File: config.mk
export PLATFORM = sky130hd
export DESIGN_NAME = record_queue_indexed_delete_flat
export DESIGN_NICKNAME = d
export VERILOG_FILES = /design/src/rtl/core/rqid_pkg.sv /design/src/rtl/core/rqid_req_if.sv /design/src/rtl/core/rqid_rsp_if.sv /design/src/rtl/core/rqid_cfg_if.sv /design/src/rtl/core/record_queue_indexed_delete.sv /design/src/rtl/core/rqid_store.sv /design/src/rtl/core/rqid_ctrl.sv /design/src/flat_wrapper.sv
export SDC_FILE = /design/constraint.sdc
export NUM_CORES = 2
export LEC_CHECK = 0
export BUFFER_PORTS_ARGS = -buffer_cell sky130_fd_sc_hd__buf_2
export CORE_ASPECT_RATIO = 1.1
export CORE_MARGIN = 5
export CORE_UTILIZATION = 58
export CTS_CLUSTER_SIZE = 20
export DETAILED_ROUTE_END_ITERATION = 8
export PLACE_DENSITY_LB_ADDON = 0.12
export SYNTH_ARGS = -nofsm -noshare
export SYNTH_HDL_FRONTEND = slang
export SYNTH_SLANG_ARGS = --single-unit
File: constraint.sdc
create_clock -name clk -period 24.7 [get_ports clk]
set_clock_uncertainty 0.05 [all_clocks]
set_input_delay 2.47 -clock clk [delete_from_list [all_inputs] [get_ports clk]]
set_output_delay 2.47 -clock clk [all_outputs]
set_load 0.05 [all_outputs]
File: src/rtl/core/rqid_pkg.sv
package rqid_pkg;

    // Field widths
    localparam int REQ_W    = 3;
    localparam int WORD_W   = 64;
    localparam int YEAR_W   = 12;
    localparam int MONTH_W  = 4;
    localparam int INDEX_W  = 4;
    localparam int STATUS_W = 3;
    localparam int FILL_W   = 5;
    localparam int CFG_IDX_W = 1;
    localparam int CFG_DATA_W = 12;

    // Default sizes
    localparam int DEFAULT_QUEUE_DEPTH  = 16;
    localparam int DEFAULT_PAYLOAD_BITS = 64;

    // Request codes
    localparam logic [REQ_W-1:0] REQ_APPEND = 3'd0;
    localparam logic [REQ_W-1:0] REQ_POP    = 3'd1;
    localparam logic [REQ_W-1:0] REQ_READ   = 3'd2;
    localparam logic [REQ_W-1:0] REQ_DELETE = 3'd3;
    localparam logic [REQ_W-1:0] REQ_LIST   = 3'd4;

    // Status codes
    localparam logic [STATUS_W-1:0] ST_OK      = 3'd0;
    localparam logic [STATUS_W-1:0] ST_EMPTY   = 3'd1;
    localparam logic [STATUS_W-1:0] ST_NOINDEX = 3'd2;
    localparam logic [STATUS_W-1:0] ST_BADDATA = 3'd3;
    localparam logic [STATUS_W-1:0] ST_FULL    = 3'd4;

    // Configuration register indexes
    localparam logic [CFG_IDX_W-1:0] CFG_MIN_YEAR = 1'd0;
    localparam logic [CFG_IDX_W-1:0] CFG_MAX_YEAR = 1'd1;

    localparam logic [YEAR_W-1:0] MIN_YEAR_RESET = 12'd1940;
    localparam logic [YEAR_W-1:0] MAX_YEAR_RESET = 12'd2023;

    localparam logic [MONTH_W-1:0] MONTH_FIRST = 4'd1;
    localparam logic [MONTH_W-1:0] MONTH_LAST  = 4'd12;

endpackage

File: src/rtl/core/rqid_req_if.sv
interface rqid_req_if;
    logic                         valid;
    logic                         ready;
    logic [rqid_pkg::REQ_W-1:0]   req_type;
    logic [rqid_pkg::WORD_W-1:0]  name_word;
    logic [rqid_pkg::WORD_W-1:0]  post_word;
    logic [rqid_pkg::YEAR_W-1:0]  year_in;
    logic [rqid_pkg::MONTH_W-1:0] month_in;
    logic [rqid_pkg::INDEX_W-1:0] index;

    modport source (
        output valid, req_type, name_word, post_word, year_in, month_in, index,
        input  ready
    );
    modport sink (
        input  valid, req_type, name_word, post_word, year_in, month_in, index,
        output ready
    );
endinterface

File: src/rtl/core/rqid_rsp_if.sv
interface rqid_rsp_if;
    logic                          valid;
    logic                          ready;
    logic [rqid_pkg::STATUS_W-1:0] status;
    logic [rqid_pkg::WORD_W-1:0]   name_out;
    logic [rqid_pkg::WORD_W-1:0]   post_out;
    logic [rqid_pkg::YEAR_W-1:0]   year_out;
    logic [rqid_pkg::MONTH_W-1:0]  month_out;
    logic [rqid_pkg::INDEX_W-1:0]  entry_index;
    logic [rqid_pkg::FILL_W-1:0]   fill_level;
    logic                          last;

    modport source (
        output valid, status, name_out, post_out, year_out, month_out,
               entry_index, fill_level, last,
        input  ready
    );
    modport sink (
        input  valid, status, name_out, post_out, year_out, month_out,
               entry_index, fill_level, last,
        output ready
    );
endinterface

File: src/rtl/core/rqid_cfg_if.sv
interface rqid_cfg_if;
    logic                            valid;
    logic                            ready;
    logic [rqid_pkg::CFG_IDX_W-1:0]  reg_index;
    logic [rqid_pkg::CFG_DATA_W-1:0] data;

    modport source (
        output valid, reg_index, data,
        input  ready
    );
    modport sink (
        input  valid, reg_index, data,
        output ready
    );
endinterface

File: src/rtl/core/record_queue_indexed_delete.sv
// Ordered record queue with indexed read and delete.
// req channel: one request per beat (append, pop, read at index, delete at
// index, list all). rsp channel: result beats; last marks the final beat of
// a request. cfg channel: writes min_year (index 0) or max_year (index 1),
// always ready; write only while the queue is idle.
// Records sit in one single-port-write, single-port-read memory used as a
// ring with a head pointer.
// Append, pop, delete and all error results appear in the cycle after the
// request beat. Read and the first list beat pass through the memory read
// register and then the result register; list then gives one beat per cycle
// while rsp is ready. Only one request is handled at a time. A delete then
// moves the count-1-index later entries up, one memory read and write per
// cycle, and takes no new request until the moves are done.
// A stalled rsp holds its beat; list reads pause with it, and no request is
// taken until the result register is free.
// Reset empties the queue and loads year limits 1940 and 2023; memory
// contents are left as they are, as only filled entries are ever read.
module record_queue_indexed_delete #(
    parameter int QUEUE_DEPTH  = rqid_pkg::DEFAULT_QUEUE_DEPTH,
    parameter int PAYLOAD_BITS = rqid_pkg::DEFAULT_PAYLOAD_BITS
) (
    input  logic        clk,
    input  logic        rst_n,
    rqid_req_if.sink    req,
    rqid_rsp_if.source  rsp,
    rqid_cfg_if.sink    cfg
);

    localparam int AW = $clog2(QUEUE_DEPTH);
    localparam int DW = 2 * PAYLOAD_BITS + rqid_pkg::YEAR_W + rqid_pkg::MONTH_W;

    logic [rqid_pkg::YEAR_W-1:0] min_year_reg, min_year_next;
    logic [rqid_pkg::YEAR_W-1:0] max_year_reg, max_year_next;

    logic          wr_en;
    logic [AW-1:0] wr_addr;
    logic [DW-1:0] wr_data;
    logic          rd_en;
    logic [AW-1:0] rd_addr;
    logic [DW-1:0] rd_data;

    assign cfg.ready = 1'b1;

    always_comb
    begin
        min_year_next = min_year_reg;
        max_year_next = max_year_reg;
        if (cfg.valid && cfg.ready)
        begin
            unique case (cfg.reg_index)
                rqid_pkg::CFG_MIN_YEAR: min_year_next = cfg.data;
                rqid_pkg::CFG_MAX_YEAR: max_year_next = cfg.data;
                default:                min_year_next = min_year_reg;
            endcase
        end
    end

    always_ff @(posedge clk or negedge rst_n)
    begin
        if (!rst_n)
        begin
            min_year_reg <= rqid_pkg::MIN_YEAR_RESET;
            max_year_reg <= rqid_pkg::MAX_YEAR_RESET;
        end
        else
        begin
            min_year_reg <= min_year_next;
            max_year_reg <= max_year_next;
        end
    end

    rqid_ctrl #(
        .QUEUE_DEPTH  (QUEUE_DEPTH),
        .PAYLOAD_BITS (PAYLOAD_BITS)
    ) u_ctrl (
        .clk      (clk),
        .rst_n    (rst_n),
        .req      (req),
        .rsp      (rsp),
        .min_year (min_year_reg),
        .max_year (max_year_reg),
        .wr_en    (wr_en),
        .wr_addr  (wr_addr),
        .wr_data  (wr_data),
        .rd_en    (rd_en),
        .rd_addr  (rd_addr),
        .rd_data  (rd_data)
    );

    rqid_store #(
        .DEPTH     (QUEUE_DEPTH),
        .DATA_BITS (DW)
    ) u_store (
        .clk     (clk),
        .wr_en   (wr_en),
        .wr_addr (wr_addr),
        .wr_data (wr_data),
        .rd_en   (rd_en),
        .rd_addr (rd_addr),
        .rd_data (rd_data)
    );

`ifndef ASSERT_OFF
    // Error results are always single beats
    a_err_single: assert property (@(posedge clk) disable iff (!rst_n)
        rsp.valid && rsp.status != rqid_pkg::ST_OK |-> rsp.last)
        else $error("error result without last");

    // No new request while a multi-beat result is still streaming
    a_no_req_midlist: assert property (@(posedge clk) disable iff (!rst_n)
        rsp.valid && !rsp.last |-> !req.ready)
        else $error("request taken during list");

    // A taken non-final beat is followed at once by the next entry
    a_list_gapless: assert property (@(posedge clk) disable iff (!rst_n)
        rsp.valid && rsp.ready && !rsp.last |=> rsp.valid)
        else $error("gap in list beats");

    a_list_order: assert property (@(posedge clk) disable iff (!rst_n)
        rsp.valid && rsp.ready && !rsp.last |=>
            rsp.entry_index == rqid_pkg::INDEX_W'($past(rsp.entry_index) + 1'b1))
        else $error("list beats out of order");
`endif

endmodule

File: src/rtl/core/rqid_store.sv
module rqid_store #(
    parameter int DEPTH     = rqid_pkg::DEFAULT_QUEUE_DEPTH,
    parameter int DATA_BITS = 2 * rqid_pkg::DEFAULT_PAYLOAD_BITS + 16
) (
    input  logic                         clk,
    input  logic                         wr_en,
    input  logic [$clog2(DEPTH)-1:0]     wr_addr,
    input  logic [DATA_BITS-1:0]         wr_data,
    input  logic                         rd_en,
    input  logic [$clog2(DEPTH)-1:0]     rd_addr,
    output logic [DATA_BITS-1:0]         rd_data
);

    logic [DATA_BITS-1:0] mem [DEPTH];
    logic [DATA_BITS-1:0] rd_data_reg;

    // Read data holds while no read is issued
    always_ff @(posedge clk)
    begin
        if (wr_en)
        begin
            mem[wr_addr] <= wr_data;
        end
        if (rd_en)
        begin
            rd_data_reg <= mem[rd_addr];
        end
    end

    assign rd_data = rd_data_reg;

endmodule

File: src/rtl/core/rqid_ctrl.sv
module rqid_ctrl #(
    parameter int QUEUE_DEPTH  = rqid_pkg::DEFAULT_QUEUE_DEPTH,
    parameter int PAYLOAD_BITS = rqid_pkg::DEFAULT_PAYLOAD_BITS
) (
    input  logic                              clk,
    input  logic                              rst_n,
    rqid_req_if.sink                          req,
    rqid_rsp_if.source                        rsp,
    input  logic [rqid_pkg::YEAR_W-1:0]       min_year,
    input  logic [rqid_pkg::YEAR_W-1:0]       max_year,
    output logic                              wr_en,
    output logic [$clog2(QUEUE_DEPTH)-1:0]    wr_addr,
    output logic [2*PAYLOAD_BITS+15:0]        wr_data,
    output logic                              rd_en,
    output logic [$clog2(QUEUE_DEPTH)-1:0]    rd_addr,
    input  logic [2*PAYLOAD_BITS+15:0]        rd_data
);

    localparam int AW = $clog2(QUEUE_DEPTH);
    localparam int CW = $clog2(QUEUE_DEPTH + 1);
    localparam int IW = (CW > rqid_pkg::INDEX_W) ? CW : rqid_pkg::INDEX_W;
    localparam int P  = PAYLOAD_BITS;
    localparam int MW = rqid_pkg::MONTH_W;
    localparam int YW = rqid_pkg::YEAR_W;

    localparam logic [1:0] S_IDLE = 2'd0;
    localparam logic [1:0] S_READ = 2'd1;
    localparam logic [1:0] S_MOVE = 2'd2;

    function automatic logic [AW-1:0] ptr_inc(input logic [AW-1:0] p);
        return (p == AW'(QUEUE_DEPTH - 1)) ? '0 : p + 1'b1;
    endfunction

    function automatic logic [AW-1:0] ptr_add(input logic [AW-1:0] a,
                                               input logic [AW-1:0] b);
        logic [AW:0] s;
        s = {1'b0, a} + {1'b0, b};
        if (s >= (AW+1)'(QUEUE_DEPTH))
        begin
            s = s - (AW+1)'(QUEUE_DEPTH);
        end
        return s[AW-1:0];
    endfunction

    logic [1:0]    state_reg,   state_next;
    logic [AW-1:0] head_reg,    head_next;
    logic [CW-1:0] count_reg,   count_next;
    logic [AW-1:0] rd_ptr_reg,  rd_ptr_next;
    logic [CW-1:0] rd_idx_reg,  rd_idx_next;
    logic [CW-1:0] rd_end_reg,  rd_end_next;
    logic [AW-1:0] mv_dst_reg,  mv_dst_next;
    logic [AW-1:0] mv_src_reg,  mv_src_next;
    logic [CW-1:0] mv_left_reg, mv_left_next;

    logic                             out_valid_reg, out_valid_next;
    logic [rqid_pkg::STATUS_W-1:0]    status_reg,    status_next;
    logic [P-1:0]                     name_reg,      name_next;
    logic [P-1:0]                     post_reg,      post_next;
    logic [YW-1:0]                    year_reg,      year_next;
    logic [MW-1:0]                    month_reg,     month_next;
    logic [rqid_pkg::INDEX_W-1:0]     eidx_reg,      eidx_next;
    logic [rqid_pkg::FILL_W-1:0]      fill_reg,      fill_next;
    logic                             last_reg,      last_next;

    logic          accept;
    logic          out_free;
    logic          empty;
    logic          full;
    logic          bad_data;
    logic          pos_ok;
    logic [IW-1:0] pos_ext;
    logic [IW-1:0] cnt_ext;
    logic [IW-1:0] moves;
    logic [AW-1:0] at_pos;
    logic [AW-1:0] tail;
    logic [AW-1:0] rd_ptr_inc;
    logic [AW-1:0] at_pos_inc;
    logic [P-1:0]  rd_name;
    logic [P-1:0]  rd_post;
    logic [YW-1:0] rd_year;
    logic [MW-1:0] rd_month;

    assign out_free  = !out_valid_reg || rsp.ready;
    assign req.ready = (state_reg == S_IDLE) && out_free;
    assign accept    = req.valid && req.ready;

    assign empty    = (count_reg == '0);
    assign full     = (count_reg == CW'(QUEUE_DEPTH));
    assign bad_data = (req.year_in < min_year) || (req.year_in > max_year)
                   || (req.month_in < rqid_pkg::MONTH_FIRST)
                   || (req.month_in > rqid_pkg::MONTH_LAST);

    assign pos_ext    = IW'(req.index);
    assign cnt_ext    = IW'(count_reg);
    assign pos_ok     = pos_ext < cnt_ext;
    assign moves      = cnt_ext - pos_ext - IW'(1);
    assign at_pos     = ptr_add(head_reg, pos_ext[AW-1:0]);
    assign at_pos_inc = ptr_inc(at_pos);
    assign tail       = ptr_add(head_reg, count_reg[AW-1:0]);
    assign rd_ptr_inc = ptr_inc(rd_ptr_reg);

    assign {rd_name, rd_post, rd_year, rd_month} = rd_data;

    always_comb
    begin
        state_next     = state_reg;
        head_next      = head_reg;
        count_next     = count_reg;
        rd_ptr_next    = rd_ptr_reg;
        rd_idx_next    = rd_idx_reg;
        rd_end_next    = rd_end_reg;
        mv_dst_next    = mv_dst_reg;
        mv_src_next    = mv_src_reg;
        mv_left_next   = mv_left_reg;
        out_valid_next = out_valid_reg && !rsp.ready;
        status_next    = status_reg;
        name_next      = name_reg;
        post_next      = post_reg;
        year_next      = year_reg;
        month_next     = month_reg;
        eidx_next      = eidx_reg;
        fill_next      = fill_reg;
        last_next      = last_reg;
        wr_en          = 1'b0;
        wr_addr        = tail;
        wr_data        = {req.name_word[P-1:0], req.post_word[P-1:0],
                          req.year_in, req.month_in};
        rd_en          = 1'b0;
        rd_addr        = at_pos;

        unique case (state_reg)
            S_IDLE:
            begin
                if (accept)
                begin
                    // Default beat for single-result requests
                    status_next = rqid_pkg::ST_OK;
                    name_next   = '0;
                    post_next   = '0;
                    year_next   = '0;
                    month_next  = '0;
                    eidx_next   = '0;
                    fill_next   = rqid_pkg::FILL_W'(count_reg);
                    last_next   = 1'b1;
                    unique case (req.req_type)
                        rqid_pkg::REQ_APPEND:
                        begin
                            out_valid_next = 1'b1;
                            priority if (bad_data)
                            begin
                                status_next = rqid_pkg::ST_BADDATA;
                            end
                            else if (full)
                            begin
                                status_next = rqid_pkg::ST_FULL;
                            end
                            else
                            begin
                                wr_en      = 1'b1;
                                count_next = count_reg + 1'b1;
                                eidx_next  = rqid_pkg::INDEX_W'(count_reg);
                                fill_next  = rqid_pkg::FILL_W'(count_reg + 1'b1);
                            end
                        end
                        rqid_pkg::REQ_POP:
                        begin
                            out_valid_next = 1'b1;
                            if (empty)
                            begin
                                status_next = rqid_pkg::ST_EMPTY;
                            end
                            else
                            begin
                                head_next  = ptr_inc(head_reg);
                                count_next = count_reg - 1'b1;
                                fill_next  = rqid_pkg::FILL_W'(count_reg - 1'b1);
                            end
                        end
                        rqid_pkg::REQ_READ:
                        begin
                            priority if (empty)
                            begin
                                out_valid_next = 1'b1;
                                status_next    = rqid_pkg::ST_EMPTY;
                            end
                            else if (!pos_ok)
                            begin
                                out_valid_next = 1'b1;
                                status_next    = rqid_pkg::ST_NOINDEX;
                            end
                            else
                            begin
                                rd_en       = 1'b1;
                                rd_addr     = at_pos;
                                rd_ptr_next = at_pos;
                                rd_idx_next = pos_ext[CW-1:0];
                                rd_end_next = pos_ext[CW-1:0];
                                state_next  = S_READ;
                            end
                        end
                        rqid_pkg::REQ_DELETE:
                        begin
                            out_valid_next = 1'b1;
                            priority if (empty)
                            begin
                                status_next = rqid_pkg::ST_EMPTY;
                            end
                            else if (!pos_ok)
                            begin
                                status_next = rqid_pkg::ST_NOINDEX;
                            end
                            else
                            begin
                                count_next = count_reg - 1'b1;
                                eidx_next  = req.index;
                                fill_next  = rqid_pkg::FILL_W'(count_reg - 1'b1);
                                // Close the gap: later entries move up one place
                                if (moves != '0)
                                begin
                                    rd_en        = 1'b1;
                                    rd_addr      = at_pos_inc;
                                    mv_dst_next  = at_pos;
                                    mv_src_next  = at_pos_inc;
                                    mv_left_next = moves[CW-1:0];
                                    state_next   = S_MOVE;
                                end
                            end
                        end
                        rqid_pkg::REQ_LIST:
                        begin
                            if (empty)
                            begin
                                out_valid_next = 1'b1;
                                status_next    = rqid_pkg::ST_EMPTY;
                            end
                            else
                            begin
                                rd_en       = 1'b1;
                                rd_addr     = head_reg;
                                rd_ptr_next = head_reg;
                                rd_idx_next = '0;
                                rd_end_next = count_reg - 1'b1;
                                state_next  = S_READ;
                            end
                        end
                        default:
                        begin
                            // Unknown request: drop without a result
                        end
                    endcase
                end
            end
            S_READ:
            begin
                if (out_free)
                begin
                    out_valid_next = 1'b1;
                    status_next    = rqid_pkg::ST_OK;
                    name_next      = rd_name;
                    post_next      = rd_post;
                    year_next      = rd_year;
                    month_next     = rd_month;
                    eidx_next      = rqid_pkg::INDEX_W'(rd_idx_reg);
                    fill_next      = rqid_pkg::FILL_W'(count_reg);
                    last_next      = (rd_idx_reg == rd_end_reg);
                    if (rd_idx_reg == rd_end_reg)
                    begin
                        state_next = S_IDLE;
                    end
                    else
                    begin
                        // Fetch the next entry while this beat goes out
                        rd_en       = 1'b1;
                        rd_addr     = rd_ptr_inc;
                        rd_ptr_next = rd_ptr_inc;
                        rd_idx_next = rd_idx_reg + 1'b1;
                    end
                end
            end
            S_MOVE:
            begin
                wr_en        = 1'b1;
                wr_addr      = mv_dst_reg;
                wr_data      = rd_data;
                mv_dst_next  = ptr_inc(mv_dst_reg);
                mv_left_next = mv_left_reg - 1'b1;
                if (mv_left_reg == CW'(1))
                begin
                    state_next = S_IDLE;
                end
                else
                begin
                    rd_en       = 1'b1;
                    rd_addr     = ptr_inc(mv_src_reg);
                    mv_src_next = ptr_inc(mv_src_reg);
                end
            end
            default:
            begin
                state_next = S_IDLE;
            end
        endcase
    end

    always_ff @(posedge clk or negedge rst_n)
    begin
        if (!rst_n)
        begin
            state_reg     <= S_IDLE;
            head_reg      <= '0;
            count_reg     <= '0;
            out_valid_reg <= 1'b0;
        end
        else
        begin
            state_reg     <= state_next;
            head_reg      <= head_next;
            count_reg     <= count_next;
            out_valid_reg <= out_valid_next;
        end
    end

    always_ff @(posedge clk)
    begin
        rd_ptr_reg  <= rd_ptr_next;
        rd_idx_reg  <= rd_idx_next;
        rd_end_reg  <= rd_end_next;
        mv_dst_reg  <= mv_dst_next;
        mv_src_reg  <= mv_src_next;
        mv_left_reg <= mv_left_next;
        status_reg  <= status_next;
        name_reg    <= name_next;
        post_reg    <= post_next;
        year_reg    <= year_next;
        month_reg   <= month_next;
        eidx_reg    <= eidx_next;
        fill_reg    <= fill_next;
        last_reg    <= last_next;
    end

    assign rsp.valid       = out_valid_reg;
    assign rsp.status      = status_reg;
    assign rsp.name_out    = rqid_pkg::WORD_W'(name_reg);
    assign rsp.post_out    = rqid_pkg::WORD_W'(post_reg);
    assign rsp.year_out    = year_reg;
    assign rsp.month_out   = month_reg;
    assign rsp.entry_index = eidx_reg;
    assign rsp.fill_level  = fill_reg;
    assign rsp.last        = last_reg;

endmodule
File: src/flat_wrapper.sv
// flat-port wrapper written by rule: the top's interface ports become plain ports
module record_queue_indexed_delete_flat 
#(
    parameter int QUEUE_DEPTH  = rqid_pkg::DEFAULT_QUEUE_DEPTH,
    parameter int PAYLOAD_BITS = rqid_pkg::DEFAULT_PAYLOAD_BITS
)
  (clk, rst_n, req_valid, req_req_type, req_name_word, req_post_word, req_year_in, req_month_in, req_index, req_ready, rsp_valid, rsp_status, rsp_name_out, rsp_post_out, rsp_year_out, rsp_month_out, rsp_entry_index, rsp_fill_level, rsp_last, rsp_ready, cfg_valid, cfg_reg_index, cfg_data, cfg_ready);
  rqid_req_if req_i ();
  rqid_rsp_if rsp_i ();
  rqid_cfg_if cfg_i ();
  input  logic clk;
  input  logic rst_n;
  input wire logic [$bits(req_i.valid)-1:0] req_valid;
  input wire logic [$bits(req_i.req_type)-1:0] req_req_type;
  input wire logic [$bits(req_i.name_word)-1:0] req_name_word;
  input wire logic [$bits(req_i.post_word)-1:0] req_post_word;
  input wire logic [$bits(req_i.year_in)-1:0] req_year_in;
  input wire logic [$bits(req_i.month_in)-1:0] req_month_in;
  input wire logic [$bits(req_i.index)-1:0] req_index;
  output wire logic [$bits(req_i.ready)-1:0] req_ready;
  output wire logic [$bits(rsp_i.valid)-1:0] rsp_valid;
  output wire logic [$bits(rsp_i.status)-1:0] rsp_status;
  output wire logic [$bits(rsp_i.name_out)-1:0] rsp_name_out;
  output wire logic [$bits(rsp_i.post_out)-1:0] rsp_post_out;
  output wire logic [$bits(rsp_i.year_out)-1:0] rsp_year_out;
  output wire logic [$bits(rsp_i.month_out)-1:0] rsp_month_out;
  output wire logic [$bits(rsp_i.entry_index)-1:0] rsp_entry_index;
  output wire logic [$bits(rsp_i.fill_level)-1:0] rsp_fill_level;
  output wire logic [$bits(rsp_i.last)-1:0] rsp_last;
  input wire logic [$bits(rsp_i.ready)-1:0] rsp_ready;
  input wire logic [$bits(cfg_i.valid)-1:0] cfg_valid;
  input wire logic [$bits(cfg_i.reg_index)-1:0] cfg_reg_index;
  input wire logic [$bits(cfg_i.data)-1:0] cfg_data;
  output wire logic [$bits(cfg_i.ready)-1:0] cfg_ready;
  assign req_i.valid = req_valid;
  assign req_i.req_type = req_req_type;
  assign req_i.name_word = req_name_word;
  assign req_i.post_word = req_post_word;
  assign req_i.year_in = req_year_in;
  assign req_i.month_in = req_month_in;
  assign req_i.index = req_index;
  assign req_ready = req_i.ready;
  assign rsp_valid = rsp_i.valid;
  assign rsp_status = rsp_i.status;
  assign rsp_name_out = rsp_i.name_out;
  assign rsp_post_out = rsp_i.post_out;
  assign rsp_year_out = rsp_i.year_out;
  assign rsp_month_out = rsp_i.month_out;
  assign rsp_entry_index = rsp_i.entry_index;
  assign rsp_fill_level = rsp_i.fill_level;
  assign rsp_last = rsp_i.last;
  assign rsp_i.ready = rsp_ready;
  assign cfg_i.valid = cfg_valid;
  assign cfg_i.reg_index = cfg_reg_index;
  assign cfg_i.data = cfg_data;
  assign cfg_ready = cfg_i.ready;
  record_queue_indexed_delete #(.QUEUE_DEPTH(QUEUE_DEPTH), .PAYLOAD_BITS(PAYLOAD_BITS)) u_core (.clk(clk), .rst_n(rst_n), .req(req_i), .rsp(rsp_i), .cfg(cfg_i));
endmodule
Yosys cells after proc, flatten, opt, wreduce, memory -nomap -nowiden
Memories as Yosys holds them, arrays and structs flattened. A register that Yosys moved wholly into a read port is not among the register bits.
Cells that the tools add are included.
W data, S select, Z words.

cells by class
  reduce and logical (&&, ||, !) cells = 29
  multipliers = 0
  equal/unequal tests = 35
  $add $sub $neg = 15
  div/mod/pow operators = 0
  magnitude comparators = 7
  multiplexer cells = 134
  bitwise logic cells = 2
  shift operators = 0

operator list
  cell                   number
  $pmux W64 S2           2
  $mux W64               3
  $mux W4                41
  $mux W144              1
  $mux W5                19
  $pmux W4 S2            8
  $pmux W5 S2            5
  $mux W1                24
  $mux W12               2
  $mux W2                12
  $pmux W12 S2           1
  $ne A2 B2 Y1 const B   11
  $add A4 B1 Y4 const B  5
  $eq A4 B4 Y1 const B   5
  $ne A3 B3 Y1 const B   6
  $pmux W5 S3            1
  $sub A5 B1 Y5 const B  3
  $gt A12 B12 Y1         1
  $lt A12 B12 Y1         1
  $mux W3                4
  $pmux W2 S3            2
  $pmux W4 S3            1
  $reduce_and A6 Y1      2
  $reduce_and A11 Y1     1
  other kinds (39)       61

word-level totals
  bits in latches = 0
  bits in read-only memories = 0
  bits in writable memories = 2304
  word-level logic and storage cells = 243
  register bits after elaboration = 220
  memories = 1
  bits of input ports = 169

memory list
  name                words  bits a word  rd ports  clocked after Yosys merged registers in  wr ports  line              source
  u_core.u_store.mem  16     144          1         1                                        1         rqid_store.sv:14  logic [DATA_BITS-1:0] mem [DEPTH];

Depth between registers and ports, before layout
  depth in word-level cells = 11
  gate-level depth with buffers = 17

By module
Synthesis repeated with hierarchy kept, for this count alone.

unflattened totals
  cells, all modules = 5162
  area total of the unflattened synthesis = 103663.2 um^2

by module, submodules not included
  module                       cells an instance  area an instance (um^2)  sequential area each (um^2)  times used
  rqid_store                   3773               90865.9                  73510.5                      1
  rqid_ctrl                    1335               11813.8                  5825.6                       1
  record_queue_indexed_delete  54                 983.4                    619.3                        1

Worst setup path after synthesis
Ideal clock, no wire load.

  kind = input port to flip-flop
  start point = in req_year_in[1]
  end point = mem u_core.u_store.mem[13][0] (netlist bit), enable pin
  path slack = 4687 ps
  buffers on the path = 0
  data arrival time = 18914 ps
  stages on the path = 9
  required time = 23600 ps
  cell sequence = ha_1 > nor2b_1 > o21a_1 > o21a_1 > o21ai_0 > a21oi_1 > nor4b_2 > a31o_2 > nor4b_1

on the way
  longest elaborated chain between the ends = 10

RTL lines
  what                                                     line                source
  start: declaration                                       flat_wrapper.sv:17  input wire logic [$bits(req_i.year_in)-1:0] req_year_in;
  $lt A12 B12 Y1 / $gt A12 B12 Y1 (equally long branches)  rqid_ctrl.sv:89     assign bad_data = (req.year_in < min_year) || (req.year_in > max_year)
  $logic_or A1 B1 Y1 *                                     rqid_ctrl.sv:89
  $logic_or A1 B1 Y1 *                                     rqid_ctrl.sv:90     || (req.month_in < rqid_pkg::MONTH_FIRST)
  $logic_or A1 B1 Y1 *                                     rqid_ctrl.sv:91     || (req.month_in > rqid_pkg::MONTH_LAST);
  $mux W1 *                                                rqid_ctrl.sv:149    priority if (bad_data)
  $mux W1 *                                                rqid_ctrl.sv:145    unique case (req.req_type)
  $mux W1 *                                                rqid_ctrl.sv:134    if (accept)
  $pmux W1 S2 *                                            rqid_ctrl.sv:131    unique case (state_reg)
  $mux W1 *                                                rqid_store.sv:20    if (wr_en)
  $mux W1 (not written as such) *                          rqid_store.sv:22    mem[wr_addr] <= wr_data;
  end: declaration                                         rqid_store.sv:14

Every way passes the cells marked *; elsewhere a longest branch is shown, timed or not.

Worst setup path after layout
  start point = in req_index[0]
  end point = reg u_core.u_store.rd_data_reg[31], in the netlist u_core.u_store.rd_data[31] (read register of u_core.u_store.mem), data pin

on the way
  longest elaborated chain between the ends = 11

RTL lines
  what                                                  line                              source
  start: declaration                                    flat_wrapper.sv:19                input wire logic [$bits(req_i.index)-1:0] req_index;
  $add A4 B4 Y5                                         rqid_ctrl.sv:37                   s = {1'b0, a} + {1'b0, b};
  $sub A4 B1 Y4 / $ge A5 B5 Y1 (equally long branches)  rqid_ctrl.sv:40, rqid_ctrl.sv:38
  $mux W4                                               rqid_ctrl.sv:38                   if (s >= (AW+1)'(QUEUE_DEPTH))
  $add A4 B1 Y4 / $eq A4 B4 Y1 (equally long branches)  rqid_ctrl.sv:31                   return (p == AW'(QUEUE_DEPTH - 1)) ? '0 : p + 1'b1;
  $mux W4                                               rqid_ctrl.sv:31
  $mux W4                                               rqid_ctrl.sv:218                  if (moves != '0)
  $mux W4                                               rqid_ctrl.sv:208                  else if (!pos_ok)
  $mux W4                                               rqid_ctrl.sv:204                  priority if (empty)
  $pmux W4 S2                                           rqid_ctrl.sv:145
  $mux W4                                               rqid_ctrl.sv:134
  $pmux W4 S3                                           rqid_ctrl.sv:131
  end: declaration                                      rqid_store.sv:15                  logic [DATA_BITS-1:0] rd_data_reg;

Several ways; a longest one is shown, not always the timed one.
A chain may end at the register's enable or synchronous reset.

==> results_dict.tcl <==
set metrics [dict create \
    outcome "finished, final reports clean" \
    max_freq_mhz 121 \
    synth_flop_cell "edfxtp_1" \
    cp-start-kind "input pin" \
    drt_first_pass_iters 8 \
    cts.hold.buffers_added 0 \
    grt_max_degree 216 \
    cts_made_buffers 279 \
    worstPathCellList "buf_2 -> inv_1 -> ha_1 -> fa_1 -> xnor2_1 -> nor3b_1 -> o2111ai_1 -> a221o_1 -> o2111ai_4 -> buf_4 -> buf_4 -> buf_4 -> buf_4 -> nand2_1 -> nand3_1 -> nand3_1 -> nand4_1" \
    crit_path_top_delay_cell "buf_4" \
    dieArea_um2 192000 \
    first_global_vias 66100 \
    avgViaCountPerCell 6.18 \
    cts_setup_buffers 0 \
    synth_mux_area_share_pct 1.10 \
    antenna_found_initial 10 \
    postCtsResizedCells 0 \
    worst_r2r_endpoint "u_core.u_store.rd_data[31]" \
    synthXorXnorAreaFrac_pct 0.197 \
    arrival_ns 8.94 \
    die_w_um 419 \
    place_area_um2 110000 \
    clk_latency_ns 0.91 \
    syn_area_per_cell_um2 12.9 \
    setup_viol 0 \
    critPathCapture "u_core.u_store.rd_data[31]" \
    fin_area_um2 118000 \
    leakage_nw 42.3 \
    maxSlewHeadroom_pct 20.5 \
    netlist_top_cells_area "edfxtp_1 74%, nand2_1 9.3%, nand3_1 7.6%, clkbuf_1 1.0%, and3_1 0.89%" \
    ir_drop_mv 0.203 \
    tightest_slew_ns 1.19 \
    final.setup.tns_ns 0 \
    hold_viol 0 \
    routed_wl_mm 289 \
    grt_pass1_wl_mm 427 \
    clk_pin_slew_ns 0.05 \
    cts.htree.levels 5 \
    postSynthCellCount 8273 \
    port_buffers 327 \
    fin_nets 8699 \
    synth_cell_type_count 83 \
    dp.final_hpwl_mm 139 \
    synth.top_cell.area_share_pct 74.1 \
    crit_start "req_index[0]" \
    synth_edf_count 2632 \
    synth_fa_ha_area_share_pct 0.620 \
    required_ns 25.39 \
    ios 329 \
    drv_cap 0 \
    netlist_area_um2 107000 \
    regToRegSetupSlack_ns 17.61 \
    crit_path_end_kind "flip-flop" \
    wl_per_cell_um 26.1 \
    syn2layout_area_growth_pct 10.8 \
    ant_nets 0 \
    synth-simple-area-share_pct 19.3 \
    synth_compound_area_share_pct 1.24 \
    worstReg2RegStart "u_core.u_ctrl.cnt_ext[0]" \
    yosysSeqAreaShare_pct 75.0 \
    final_max_slew_viol_count 0 \
    yosysMostFrequentCell "nand2_1" \
    post-route-drc-count 0 \
    crit_path_frequent_cell "buf_4" \
    crit_buf_inv 6 \
    hold_path_class "flip-flop to flip-flop" \
    rsz0062_at_grt "no" \
    power.density_nw_per_um2 145 \
    clock_path_buffers 4 \
    gp_congestion 0.845 \
    largest_reg_flops 2304 \
    drive_gt1_share_pct 10.2 \
    ys_warn_count 0 \
    synthArstFlopShare_pct 1.35 \
    num_vias 68400 \
    reg2reg_depth 15 \
    synth.top_cells.by_count "2651 x nand2_1, 2632 x edfxtp_1, 1625 x nand3_1" \
    period_share_pct 33.4 \
    min_period_ns 8.25 \
    tritoncts "built" \
    ys_seq_elements 2668 \
    grt_usage_pct 29.7 \
    critical_path_class "input pin to flip-flop" \
    clock_sinks 2668 \
    path_depth 17 \
    grt_overflow 0 \
    core_um2 183000 \
    critical_path.top_delay_family "buffers and inverters" \
    synth_top_family_by_area "simple AND/OR/NAND/NOR gates" \
    drtIter0Drc 9218 \
    num_rows 165 \
    die_h_um 460 \
    yosys.area.top_type "edfxtp_1" \
    cp_max_fo 83 \
    start_util_pct 58.1 \
    cts-root-buf "clkbuf_16" \
    synth_nets 8493 \
    cpPeakStageDelay_ns 0.85 \
]
## cell type report
| class | instances | area, um2 |
|---|---|---|
| Sequential cell | 2668 | 80000 |
| Tap cell | 2421 | 3030 |
| Inverter | 52 | 200 |
| Antenna cell | 2 | 5.00 |
| Clock buffer | 361 | 7460 |
| Fill cell | 13600 | 65200 |
| Timing Repair Buffer | 440 | 2710 |
| Clock inverter | 93 | 546 |
| Multi-Input combinational cell | 5038 | 24200 |
## stage by stage
stage | setup slack, ns | std cells | power [mW] | hold slack [ns] | util [%]
2_1_floorplan | 4.69 | 8273 | 11.3 | 0.428 | -
3_3_place_gp | 15.85 | 10600 | 13.2 | 0.443 | 60.1
3_5_place_dp | 15.69 | 10600 | 13.3 | 0.444 | 60.1
4_1_cts | 16.64 | 11100 | 17.1 | 0.456 | 64.4
5_1_grt | 16.01 | 11100 | 18.0 | 0.472 | 64.4
6_report | 16.45 | 11100 | 17.1 | 0.451 | 64.4
## worst min path at each step
stage	from	end	cells after the start
6_report	u_core.max_year_reg[3]	u_core.max_year_reg[3]	1
5_1_grt	u_core.max_year_reg[3]	u_core.max_year_reg[3]	1
4_1_cts	u_core.max_year_reg[3]	u_core.max_year_reg[3]	1
3_5_place_dp	u_core.max_year_reg[3]	u_core.max_year_reg[3]	1
3_3_place_gp	u_core.max_year_reg[11]	u_core.max_year_reg[11]	1
2_1_floorplan	u_core.min_year_reg[10]	u_core.min_year_reg[10]	2
## cell usage in the layout (no fill, tap or decap), types with 4 or more instances in the layout
master        n
o21ai_0      61
mux2i_1       6
nand4_1     140
nor2_1       49
clkinv_1     50
a21o_1       11
clkinv_2     33
nand2b_1      5
xor2_1        9
ha_1         48
buf_4        95
nor3_1       21
clkbuf_1     74
a21oi_1      35
edfxtp_1   2632
clkbuf_16   287
inv_1        51
a22oi_1      22
and3_1      151
nand3_1    1625
nand2_1    2650
nor2_4       18
buf_12       18
a31oi_1      15
mux4_2       40
xnor2_1      15
inv_6         4
mux2_2       16
nor2b_1       9
dfstp_2      15
buf_2       327
dfrtp_1      20
bufinv_16     5
## where the power goes
| group | internal, mW | total, mW | switching [mW] |
|---|---|---|---|
| Combinational | 1.82 | 7.08 | 5.26 |
| Sequential | 5.97 | 6.21 | 0.232 |
| Clock | 2.16 | 3.80 | 1.64 |
## per-layer routing
metal	part of all wire, %	GRT usage [%]	routed length [um]	vias up
met5	0.0045	0	13	-
met4	2.7	8.44	7890	2
met3	9.3	4.63	27000	509
met2	47	46.9	136000	3612
met1	41	43.6	118000	34100
li1	-	-	-	30200
## logic make-up after synthesis
| logic type | Yosys count |
|---|---|
| xor+xnor | 24 |
| flops | 2668 |
| mux | 64 |
| simple gates | 4699 |
| buf+inv | 567 |
| other cells | 1 |
| compound gates | 199 |
| fa+ha+maj | 51 |
Power figures use the tool's default switching activity.
